$ cat src/rtl/core/srl_pkg.sv
`timescale 1ns / 1ps
// ----------------------------------------------------------------------------
// SYN rate limiter package
// Register indexes, reset values and header constants shared by the design.
// ----------------------------------------------------------------------------
package srl_pkg;

   localparam int CSR_INDEX_W = 8;
   localparam int CSR_DATA_W  = 16;

   typedef enum logic [CSR_INDEX_W-1:0] {
      CSR_HIT_LIMIT     = 8'd0,
      CSR_LIMIT_TIMEOUT = 8'd1,
      CSR_RANGE_A_LOW   = 8'd2,
      CSR_RANGE_A_HIGH  = 8'd3,
      CSR_RANGE_B_LOW   = 8'd4,
      CSR_RANGE_B_HIGH  = 8'd5,
      CSR_RANGE_C_LOW   = 8'd6,
      CSR_RANGE_C_HIGH  = 8'd7
   } csr_index_type;

   typedef enum logic {
      OP_PACKET = 1'b0,
      OP_TICK   = 1'b1
   } operation_type;

   localparam logic [15:0] RST_HIT_LIMIT     = 16'd0;
   localparam logic [15:0] RST_LIMIT_TIMEOUT = 16'd180;
   localparam logic [15:0] RST_RANGE_A_LOW   = 16'd0;
   localparam logic [15:0] RST_RANGE_A_HIGH  = 16'hffff;
   localparam logic [15:0] RST_RANGE_B_LOW   = 16'd1;
   localparam logic [15:0] RST_RANGE_B_HIGH  = 16'd0;
   localparam logic [15:0] RST_RANGE_C_LOW   = 16'd1;
   localparam logic [15:0] RST_RANGE_C_HIGH  = 16'd0;

   localparam logic [7:0]  PROTO_TCP       = 8'd6;
   localparam logic [7:0]  LOOPBACK_OCTET  = 8'h7f;
   localparam logic [15:0] MIN_TCP_LENGTH  = 16'd20;

   typedef struct packed {
      logic        operation;
      logic [15:0] packet_length;
      logic [7:0]  protocol;
      logic [3:0]  header_words;
      logic        flag_syn;
      logic        flag_ack;
      logic        flag_rst;
      logic        flag_fin;
      logic [15:0] dest_port;
      logic [31:0] dest_address;
      logic [31:0] source_address;
   } req_word_type;

endpackage

$ cat src/rtl/core/syn_classifier_source_rate_limiter.sv
`timescale 1ns / 1ps
// ----------------------------------------------------------------------------
// SYN classifier with per-source rate limiter
// Classifies parsed TCP/IPv4 headers, limits bare SYNs per source address
// and flags SYNs to monitored destination port ranges.
// ----------------------------------------------------------------------------
// Usage: a word on the req_ channel is either a packet header or a one-second
// tick. Every packet with a non-zero length yields one rsp_ word carrying the
// verdict and any request event; ticks and zero-length packets yield none.
// The csr_ channel writes the eight 16-bit registers and is always ready; the
// user must see that it is written only while the block holds no word; the block itself does not enforce this.
// An accepted req_ word sits in the input register, and the source table
// compare and update run between it and the result register, which drives
// rsp_valid. One word is taken every cycle while the result register is not
// held by low rsp_ready; the source table lookup and update are written back
// as the word moves on, so they complete before the next word reaches them.
// When rsp_ready is low the result register holds its word. The input register
// then holds the word behind it, or takes one more word if it is empty, and
// req_ready stays low until rsp_ready returns. Reset empties both registers,
// invalidates every table entry, zeroes the second counter and restores the
// register defaults.
// ----------------------------------------------------------------------------
module syn_classifier_source_rate_limiter #(
   parameter int SOURCE_ENTRIES = 16
) (
   input  logic                             clock,
   input  logic                             reset,

   input  logic                             req_valid,
   output logic                             req_ready,
   input  logic                             req_operation,
   input  logic [15:0]                      req_packet_length,
   input  logic [7:0]                       req_protocol,
   input  logic [3:0]                       req_header_words,
   input  logic                             req_flag_syn,
   input  logic                             req_flag_ack,
   input  logic                             req_flag_rst,
   input  logic                             req_flag_fin,
   input  logic [15:0]                      req_dest_port,
   input  logic [31:0]                      req_dest_address,
   input  logic [31:0]                      req_source_address,

   output logic                             rsp_valid,
   input  logic                             rsp_ready,
   output logic                             rsp_verdict,
   output logic                             rsp_request_event,
   output logic [31:0]                      rsp_event_address,
   output logic [15:0]                      rsp_event_port,

   input  logic                             csr_valid,
   output logic                             csr_ready,
   input  logic [srl_pkg::CSR_INDEX_W-1:0]  csr_index,
   input  logic [srl_pkg::CSR_DATA_W-1:0]   csr_data
);

   import srl_pkg::*;

   localparam int IDX_W = (SOURCE_ENTRIES > 1) ? $clog2(SOURCE_ENTRIES) : 1;

   logic [15:0] hit_limit_ff, limit_timeout_ff;
   logic [15:0] range_a_low_ff, range_a_high_ff;
   logic [15:0] range_b_low_ff, range_b_high_ff;
   logic [15:0] range_c_low_ff, range_c_high_ff;

   req_word_type stage_word_ff;
   logic         stage_valid_ff;
   logic         stage_fire;

   logic [SOURCE_ENTRIES-1:0] entry_valid_ff, entry_valid_in;
   logic [31:0]               entry_address_ff [SOURCE_ENTRIES];
   logic [15:0]               entry_hits_ff    [SOURCE_ENTRIES];
   logic [31:0]               entry_stamp_ff   [SOURCE_ENTRIES];
   logic [31:0]               now_seconds_ff, now_seconds_in;

   logic        rsp_valid_ff;
   logic        rsp_verdict_ff, rsp_request_event_ff;
   logic [31:0] rsp_event_address_ff;
   logic [15:0] rsp_event_port_ff;

   logic [SOURCE_ENTRIES-1:0] match_vec;
   logic                      hit_found, free_found;
   logic [IDX_W-1:0]          hit_idx, free_idx;
   logic                      is_packet, is_tick, candidate, limiting;
   logic                      over_limit, port_hit, verdict, request_event;
   logic                      bump_hits, new_entry;
   logic [15:0]               min_length;
   logic [15:0]               hit_count;

   // Configuration registers.
   assign csr_ready = 1'b1;

   always_ff @(posedge clock) begin
      if (reset) begin
         hit_limit_ff     <= RST_HIT_LIMIT;
         limit_timeout_ff <= RST_LIMIT_TIMEOUT;
         range_a_low_ff   <= RST_RANGE_A_LOW;
         range_a_high_ff  <= RST_RANGE_A_HIGH;
         range_b_low_ff   <= RST_RANGE_B_LOW;
         range_b_high_ff  <= RST_RANGE_B_HIGH;
         range_c_low_ff   <= RST_RANGE_C_LOW;
         range_c_high_ff  <= RST_RANGE_C_HIGH;
      end else if (csr_valid) begin
         unique case (csr_index)
            CSR_HIT_LIMIT:     hit_limit_ff     <= csr_data;
            CSR_LIMIT_TIMEOUT: limit_timeout_ff <= csr_data;
            CSR_RANGE_A_LOW:   range_a_low_ff   <= csr_data;
            CSR_RANGE_A_HIGH:  range_a_high_ff  <= csr_data;
            CSR_RANGE_B_LOW:   range_b_low_ff   <= csr_data;
            CSR_RANGE_B_HIGH:  range_b_high_ff  <= csr_data;
            CSR_RANGE_C_LOW:   range_c_low_ff   <= csr_data;
            CSR_RANGE_C_HIGH:  range_c_high_ff  <= csr_data;
            default: ;
         endcase
      end
   end

   // Input register.
   assign stage_fire = stage_valid_ff && (!rsp_valid_ff || rsp_ready);
   assign req_ready  = !stage_valid_ff || stage_fire;

   always_ff @(posedge clock) begin
      if (reset) begin
         stage_valid_ff <= 1'b0;
      end else if (req_ready) begin
         stage_valid_ff <= req_valid;
      end
   end

   always_ff @(posedge clock) begin
      if (req_valid && req_ready) begin
         stage_word_ff <= '{
            operation:      req_operation,
            packet_length:  req_packet_length,
            protocol:       req_protocol,
            header_words:   req_header_words,
            flag_syn:       req_flag_syn,
            flag_ack:       req_flag_ack,
            flag_rst:       req_flag_rst,
            flag_fin:       req_flag_fin,
            dest_port:      req_dest_port,
            dest_address:   req_dest_address,
            source_address: req_source_address
         };
      end
   end

   // Classification and table lookup.
   always_comb begin
      is_tick    = stage_word_ff.operation == OP_TICK;
      is_packet  = (stage_word_ff.operation == OP_PACKET) &&
                   (stage_word_ff.packet_length != 16'd0);
      min_length = {10'd0, stage_word_ff.header_words, 2'b00} + MIN_TCP_LENGTH;
      candidate  = (stage_word_ff.packet_length >= MIN_TCP_LENGTH) &&
                   (stage_word_ff.protocol == PROTO_TCP) &&
                   (stage_word_ff.packet_length >= min_length) &&
                   stage_word_ff.flag_syn && !stage_word_ff.flag_ack &&
                   !stage_word_ff.flag_rst && !stage_word_ff.flag_fin &&
                   (stage_word_ff.dest_address[31:24] != LOOPBACK_OCTET);
      limiting   = hit_limit_ff != 16'd0;
   end

   always_comb begin
      hit_found  = 1'b0;
      free_found = 1'b0;
      hit_idx    = '0;
      free_idx   = '0;
      for (int i = SOURCE_ENTRIES - 1; i >= 0; i--) begin
         match_vec[i] = entry_valid_ff[i] &&
                        (entry_address_ff[i] == stage_word_ff.source_address);
         if (match_vec[i]) begin
            hit_found = 1'b1;
            hit_idx   = IDX_W'(i);
         end
         if (!entry_valid_ff[i]) begin
            free_found = 1'b1;
            free_idx   = IDX_W'(i);
         end
      end
   end

   always_comb begin
      hit_count     = entry_hits_ff[hit_idx];
      over_limit    = hit_found && (hit_count >= hit_limit_ff);
      port_hit      = ((stage_word_ff.dest_port >= range_a_low_ff) &&
                       (stage_word_ff.dest_port <= range_a_high_ff)) ||
                      ((stage_word_ff.dest_port >= range_b_low_ff) &&
                       (stage_word_ff.dest_port <= range_b_high_ff)) ||
                      ((stage_word_ff.dest_port >= range_c_low_ff) &&
                       (stage_word_ff.dest_port <= range_c_high_ff));
      verdict       = candidate && limiting && over_limit;
      request_event = candidate && !verdict && port_hit;
      bump_hits     = stage_fire && is_packet && candidate && limiting &&
                      hit_found && !over_limit;
      new_entry     = stage_fire && is_packet && candidate && limiting &&
                      !hit_found && free_found;
   end

   // Table update and expiry on ticks.
   always_comb begin
      now_seconds_in = now_seconds_ff;
      entry_valid_in = entry_valid_ff;
      if (stage_fire && is_tick) begin
         now_seconds_in = now_seconds_ff + 32'd1;
         for (int i = 0; i < SOURCE_ENTRIES; i++) begin
            if ((now_seconds_in - entry_stamp_ff[i]) > {16'd0, limit_timeout_ff}) begin
               entry_valid_in[i] = 1'b0;
            end
         end
      end else if (new_entry) begin
         entry_valid_in[free_idx] = 1'b1;
      end
   end

   always_ff @(posedge clock) begin
      if (reset) begin
         entry_valid_ff <= '0;
         now_seconds_ff <= '0;
      end else begin
         entry_valid_ff <= entry_valid_in;
         now_seconds_ff <= now_seconds_in;
      end
   end

   always_ff @(posedge clock) begin
      if (new_entry) begin
         entry_address_ff[free_idx] <= stage_word_ff.source_address;
         entry_hits_ff[free_idx]    <= 16'd1;
         entry_stamp_ff[free_idx]   <= now_seconds_ff;
      end else if (bump_hits) begin
         entry_hits_ff[hit_idx] <= hit_count + 16'd1;
      end
   end

   // Result register.
   always_ff @(posedge clock) begin
      if (reset) begin
         rsp_valid_ff <= 1'b0;
      end else if (stage_fire) begin
         rsp_valid_ff <= is_packet;
      end else if (rsp_ready) begin
         rsp_valid_ff <= 1'b0;
      end
   end

   always_ff @(posedge clock) begin
      if (stage_fire && is_packet) begin
         rsp_verdict_ff       <= verdict;
         rsp_request_event_ff <= request_event;
         rsp_event_address_ff <= request_event ? stage_word_ff.dest_address : 32'd0;
         rsp_event_port_ff    <= request_event ? stage_word_ff.dest_port : 16'd0;
      end
   end

   assign rsp_valid         = rsp_valid_ff;
   assign rsp_verdict       = rsp_verdict_ff;
   assign rsp_request_event = rsp_request_event_ff;
   assign rsp_event_address = rsp_event_address_ff;
   assign rsp_event_port    = rsp_event_port_ff;

endmodule
$ cat config.mk
export PLATFORM = sky130hd
export DESIGN_NAME = syn_classifier_source_rate_limiter
export DESIGN_NICKNAME = d
export VERILOG_FILES = /design/src/rtl/core/srl_pkg.sv /design/src/rtl/core/syn_classifier_source_rate_limiter.sv
export SDC_FILE = /design/constraint.sdc
export NUM_CORES = 2
export LEC_CHECK = 0
export ABC_AREA = 0
export BUFFER_PORTS_ARGS = -buffer_cell sky130_fd_sc_hd__buf_4
export CORE_MARGIN = 2
export CORE_UTILIZATION = 60
export DETAILED_ROUTE_END_ITERATION = 12
export PLACE_DENSITY = 0.81
export SYNTH_ARGS = -nofsm -noshare
export SYNTH_HDL_FRONTEND = slang
export SYNTH_SLANG_ARGS = --single-unit
$ cat constraint.sdc
create_clock -name clock -period 13.3 [get_ports clock]
set_clock_uncertainty 0.1 [all_clocks]
set_input_delay 1.33 -clock clock [delete_from_list [all_inputs] [get_ports clock]]
set_output_delay 1.33 -clock clock [all_outputs]
set_load 0.01 [all_outputs]
# Yosys cells after proc, flatten, opt, wreduce, memory -nomap -nowiden
# Memories as Yosys holds them, arrays and structs flattened.
# Index checks and enable logic that the tools add are counted.
# op_classes
bitwise_logic	2
n_mux	94
n_reduce_logical	85
order_cmp	27
n_eq_ne	41
n_addsub	19
# op_table
cell	n
$eq 32x32->1	16
$gt 32x16->1	16
$sub 32x32->32	16
$mux 4	33
$ge 16x16->1	4
$mux 1	57
$le 16x16->1	3
$mux 16	3
$reduce_and 2->1	24
$logic_and 1x1->1	43
$eq 8x3->1 const B	5
$add 32x1->32 const B	1
$ne 2x1->1 const B	16
$reduce_bool 16->1	2
$add 16x1->16 const B	1
$eq 8x2->1 const B	2
$ge 16x5->1 const B	1
$ge 16x7->1	1
$or 16x16->16	1
$reduce_or 16->1	1
$eq 8x1->1 const B	1
$logic_not 1->1	8
$logic_not 8->1	1
$ne 8x7->1 const B	1
other kinds (7)	11
# word_totals
word_cells	313
ff_bits	341
mem_count	3
mem_bits_rw	1280
# mem_list
name	depth	width	read_ports	rd_ports_with_merged_regs	wr	line	rtl
entry_address_ff	16	32	16	0	1	syn_classifier_source_rate_limiter.sv:70	logic [31:0] entry_address_ff [SOURCE_ENTRIES];
entry_stamp_ff	16	32	16	0	1	syn_classifier_source_rate_limiter.sv:72	logic [31:0] entry_stamp_ff [SOURCE_ENTRIES];
entry_hits_ff	16	16	1	0	1	syn_classifier_source_rate_limiter.sv:71	logic [15:0] entry_hits_ff [SOURCE_ENTRIES];

# Depth between registers and ports, before layout
# An unclocked memory read counts as a cell.
# logic_depth
ltp_word	29
ltp_mapped	34
depth_no_buf	28

# Worst setup path after synthesis
# OpenSTA, ideal clock, no wires.
# synth_timing
kind	input -> register
startpoint	input rsp_ready
endpoint	register entry_valid_ff[12]
cell_stages	13
setup_ps	79
arrival_ps	10821
slack_ps	2300
path_buffers	1
cell_sequence	nand2b_1 -> nand2_1 -> a311oi_1 -> o21ai_0 -> nor3_1 -> clkbuf_1 -> nand2_1 -> nor2_1 -> o221ai_1 -> nor4_1 -> nand4_1 -> or4_1 -> o21ai_0
# synth_via
elab_chain_len	9
elab_cells_between_ends	12
cone_classes	eq/ne (1); mux (1); reduce/logical (10)
# synth_lines
element	line	rtl
start, declared	syn_classifier_source_rate_limiter.sv:44	input logic rsp_ready,
$logic_or 1x1->1 *	syn_classifier_source_rate_limiter.sv:118	assign stage_fire = stage_valid_ff && (!rsp_valid_ff || rsp_ready);
$logic_and 1x1->1 *	syn_classifier_source_rate_limiter.sv:118	
$logic_and 1x1->1 (4 in series)	syn_classifier_source_rate_limiter.sv:194	new_entry = stage_fire && is_packet && candidate && limiting &&
$logic_and 1x1->1	syn_classifier_source_rate_limiter.sv:195	!hit_found && free_found;
$reduce_bool 2->1 (no source line)	n/a	
$reduce_and 2->1 (no source line)	n/a	
end signal, assigned	syn_classifier_source_rate_limiter.sv:219	entry_valid_ff <= entry_valid_in;
end, declared	syn_classifier_source_rate_limiter.sv:69	logic [SOURCE_ENTRIES-1:0] entry_valid_ff, entry_valid_in;
# Every way passes the cells marked *; elsewhere a longest branch is shown, timed or not.
# A chain may end at the register's enable or synchronous reset.

# Worst setup path after layout
# layout_timing
startpoint	register stage_word_ff[25] (netlist bit)
endpoint	memory entry_hits_ff[8][13], enable pin
# layout_via
elab_chain_len	28
elab_cells_between_ends	81
cone_classes	order compare (1); eq/ne (16); mux (39); reduce/logical (24); memory (1)
# layout_lines
element	line	rtl
start, declared	syn_classifier_source_rate_limiter.sv:65	req_word_type stage_word_ff;
start signal, assigned	syn_classifier_source_rate_limiter.sv:131	stage_word_ff <= '{
$eq 32x32->1	syn_classifier_source_rate_limiter.sv:169	(entry_address_ff[i] == stage_word_ff.source_address);
$logic_and 1x1->1	syn_classifier_source_rate_limiter.sv:168	match_vec[i] = entry_valid_ff[i] &&
$mux 4 (16 in series)	syn_classifier_source_rate_limiter.sv:170	if (match_vec[i]) begin
$mem_v2 16x16	n/a	
$ge 16x16->1	syn_classifier_source_rate_limiter.sv:183	over_limit = hit_found && (hit_count >= hit_limit_ff);
$logic_and 1x1->1	syn_classifier_source_rate_limiter.sv:183	
$logic_not 1->1	syn_classifier_source_rate_limiter.sv:193	hit_found && !over_limit;
$logic_and 1x1->1	syn_classifier_source_rate_limiter.sv:193	
$mux 1	syn_classifier_source_rate_limiter.sv:229	end else if (bump_hits) begin
$mux 1	syn_classifier_source_rate_limiter.sv:225	if (new_entry) begin
$mux 1 (implied by the code)	syn_classifier_source_rate_limiter.sv:230	entry_hits_ff[hit_idx] <= hit_count + 16'd1;
$reduce_or 16->1 (no source line)	n/a	
$mux 4 (no source line) or $mux 1 (tied branches)	n/a	
end, declared	syn_classifier_source_rate_limiter.sv:71	
# Parallel ways exist; a longest one is shown, timed or not.

==> metrics.md <==
| Metric | Value |
|---|---|
| Status | complete, no violations |
| Leakage | about 42 nW |
| Detailed placement HPWL | just over 200 mm |
| Worst reg-to-reg setup slack | 2.97 ns |
| Clk pwr share | 45.2% |
| Overflow after GRT | 0 |
| CTS tree | built |
| Total of max-cap violations | 0 |
| Via Count | 75586 |
| Post-Syn Area | 0.09731 mm^2 |
| Synth Instances | roughly 9000 |
| Switching part of the total power | 21.97% |
| HP Class | reg2reg |
| Pin count of the biggest net entering global routing | 91 |
| Worst slew pin tran | 1.373 ns |
| # IOs | 195 |
| Fin crit period | between 10 and 15 ns |
| Hold WS | 0.3523 ns |
| Longest Clk Path Bufs | 3 |
| Unrepaired setup endpoints after global routing | no |
| Worst-path clk slew | 0.06 ns |
| Largest cells by area after synthesis | edfxtp_1, ha_1, xor2_1 |
| Dpl cell area | about 0.10 mm^2 |
| Area growth from synthesis to layout | 10.63% |
| Ys flop type | edfxtp_1 |
| Final setup viols | 0 |
| CTS resizes | 0 |
| Reg-to-Reg End | entry_hits_ff[8][13] |
| Area share of the largest cell type after synthesis | 44.53% |
| Post-synth EDFFs | around 1400 |
| Cell area after layout | 0.1077 mm^2 |
| Setup crit start | stage_word_ff[25] |
| H-tree depth | 4 |
| IO buf count | ~190 |
| Top post-synthesis cells by count | edfxtp_1, ha_1, inv_1, nor2_1, nand2_1 |
| Share of cells above drive strength 1 | between 8 and 9% |
| Full die area | 0.1654 mm^2 |
| First-pass GRT wire length | 432.9 mm |
| Initial antenna violation count | 22 |
| Initial Util | 60.53% |
| Residual DRC count | 0 |
| Top-count cell post-synth | edfxtp_1 |
| First-pass iteration count of the detailed router | 11 |
| Slowest CP cell | edfxtp_1 |
| Highest clock rate | approximately 0.097 GHz |
| WL final | 292.2 mm |
| Relative slew slack | 7.503% |
| Sequential share of power | 51.2% |
| CP max FO | 41 |
| CTS Root Buffer Type | clkbuf_16 |
| GP Congestion | 0.9955 |
| 1st-iter DRT viols | around 9600 |
| Core Area | 0.1608 mm^2 |
| Die Height | 406.7 um |
| Via/cell ratio | roughly 6.5 |
| #FFs+latches synth | around 1600 |
| Req. time, crit path | 13.65 ns |
| Worst R2R Path Depth | 29 |
| Worst path top cell family by delay | compound AO/OA/AOI/OAI gates |
| Power Dens Cells | 100.8 mW/mm^2 |
| Netlist cell types | 114 |
| Max Transition Viols Final | 0 |
| Final layout net count | about 10000 |
| CTS Sinks | 1621 |
| Critical path buffer and inverter count | 3 |
| Die W | roughly 410 um |
| Peak VDD IR | 127.4 uV |
| Critical path arrival | 10.68 ns |
| Total negative slack | 0 ns |
| Worst-Skew Late Latency | 0.85 ns |
| Worst setup SP type | flop |
| P_sw | 2.384 mW |
| Critical path class | reg2reg |
| Final Core Density | between 60% and 70% |
| Final Hold Fails | 0 |
| Vias in the first global route | roughly 72000 |
| Int Pwr | ~8.5 mW |
| Post-synthesis sequential area ratio | 48.19% |
| Hold_buf cts | 0 |
| Hold Crit Endpoint | limit_timeout_ff[3] |
| Combinational power share | 3.7% |
| Num CTS Buffers | 171 |
| Synth warn | 0 |
| Crit-path max cell delay | 1.03 ns |
| Worst Setup End Kind | flop |
| Hold-critical path depth | 2 |
| Post-CTS setup buffers | 0 |
| Synth Area per Inst | 10.80 um^2 |
| Syn Nets | 10041 |
| Asr flop ratio synth | 0% |
| R2R Path Start | stage_word_ff[25] |
| Hold path startpoint | limit_timeout_ff[3] |
| Routed len/inst | 25.06 um |
| ANT nets after route | 0 |
| Total track usage | 34.85% |
| Largest area contributor in the netlist | edfxtp_1 |
| Period utilization | 77.67% |
| Cell row count | 147 |
| Worst path most repeated cell | a21o_1 |
[cell type report]
class | instances | area (um^2)
inverters | 857 | 3217
flip-flops and latches | 1621 | 46920
fillers | 11769 | 53100
diodes | 3 | 7.507
repair buffers | 366 | 2751
well taps | 2160 | 2703
multi-input cells | 6334 | 46330
clock buffers | 211 | 4522
clock inverters | 106 | 1206
[per-stage QoR]
stage	total power [mW]	cells	setup slack, ns
floorplan	5.891	9011	2.300
global placement	6.033	11338	3.351
detailed placement	6.046	11338	3.278
CTS	10.86	11655	3.209
global route	11.09	11655	2.697
finish	10.85	11658	2.970
[sequential cells by signal (all words and copies together), names as in the netlist, 32 cells and up]
| signal | count |
|---|---|
| entry_hits_ff | 256 |
| entry_stamp_ff | 512 |
| now_seconds_ff | 32 |
| rsp_event_address | 32 |
| stage_word_ff | 112 |
| entry_address_ff | 512 |
[power by group through the flow]
stage	clock [mW]	combinational (mW)	sequential, mW
6_report	4.90	0.398	5.55
5_1_grt	5.11	0.425	5.55
4_1_cts	4.92	0.390	5.55
3_5_place_dp	0	0.386	5.66
3_3_place_gp	0	0.375	5.66
2_1_floorplan	0	0.236	5.65
[routing by layer]
metal / vias to the layer above / track usage (%) / wire length [um]
li1: 33816 / - / -
met1: 36425 / 48.11 / 114200
met2: 4472 / 54.17 / 128700
met3: 869 / 5.862 / 34250
met4: 4 / 15.61 / 15010
met5: - / 0 / 27
[kinds of logic after synthesis]
kind of cell / share of synthesized area, %
flip-flops: 48.19
AO/OA/AOI/OAI: 12.35
other: 0.003854
buffers and inverters: 4.575
multiplexers: 2.574
adder cells (fa/ha/maj): 11.54
AND/OR/NAND/NOR: 13.37
XOR/XNOR: 7.394
[worst max path at each step]
stage | endpoint | slack (ns) | cells past startpoint
5_1_grt | entry_hits_ff[8][13] | 2.70 | 27
6_report | entry_hits_ff[8][13] | 2.97 | 29
2_1_floorplan | entry_valid_ff[12] | 2.30 | 13
3_5_place_dp | entry_hits_ff[8][5] | 3.28 | 29
4_1_cts | entry_hits_ff[8][3] | 3.21 | 29
3_3_place_gp | entry_hits_ff[8][11] | 3.35 | 29
[placed cells by master, fill, tap and decap left out, drive strengths merged, types with 31 or more instances in the layout]
cell type / count
and3: 43
inv: 862
nand2b: 159
xnor2: 330
a211oi: 68
a2111oi: 31
o21ai: 415
or4: 34
a211o: 39
o2111ai: 31
ha: 872
mux2i: 225
o21a: 139
clkinv: 74
dfxtp: 178
nor4: 216
and2: 94
clkbuf: 211
edfxtp: 1443
a31oi: 58
o22ai: 50
or3: 51
o31ai: 37
a21boi: 62
buf: 366
nor2b: 126
a21oi: 509
nand2: 518
a21o: 154
nor2: 604
xor2: 488
nand3: 175
o211ai: 47
nand4: 183
nor3: 161
[worst reg2reg max path: cells and delay by family, from the launching register on]
| family | cells | cell delay [ns] |
|---|---|---|
| adder cells (fa/ha/maj) | 1 | 0.28 |
| AND/OR/NAND/NOR | 5 | 2.49 |
| multiplexers | 4 | 0.94 |
| flip-flops | 1 | 1.03 |
| AO/OA/AOI/OAI | 15 | 3.89 |
| buffers and inverters | 3 | 1.09 |
| XOR/XNOR | 1 | 0.12 |
No activity file was read; power rests on OpenSTA's default activity.
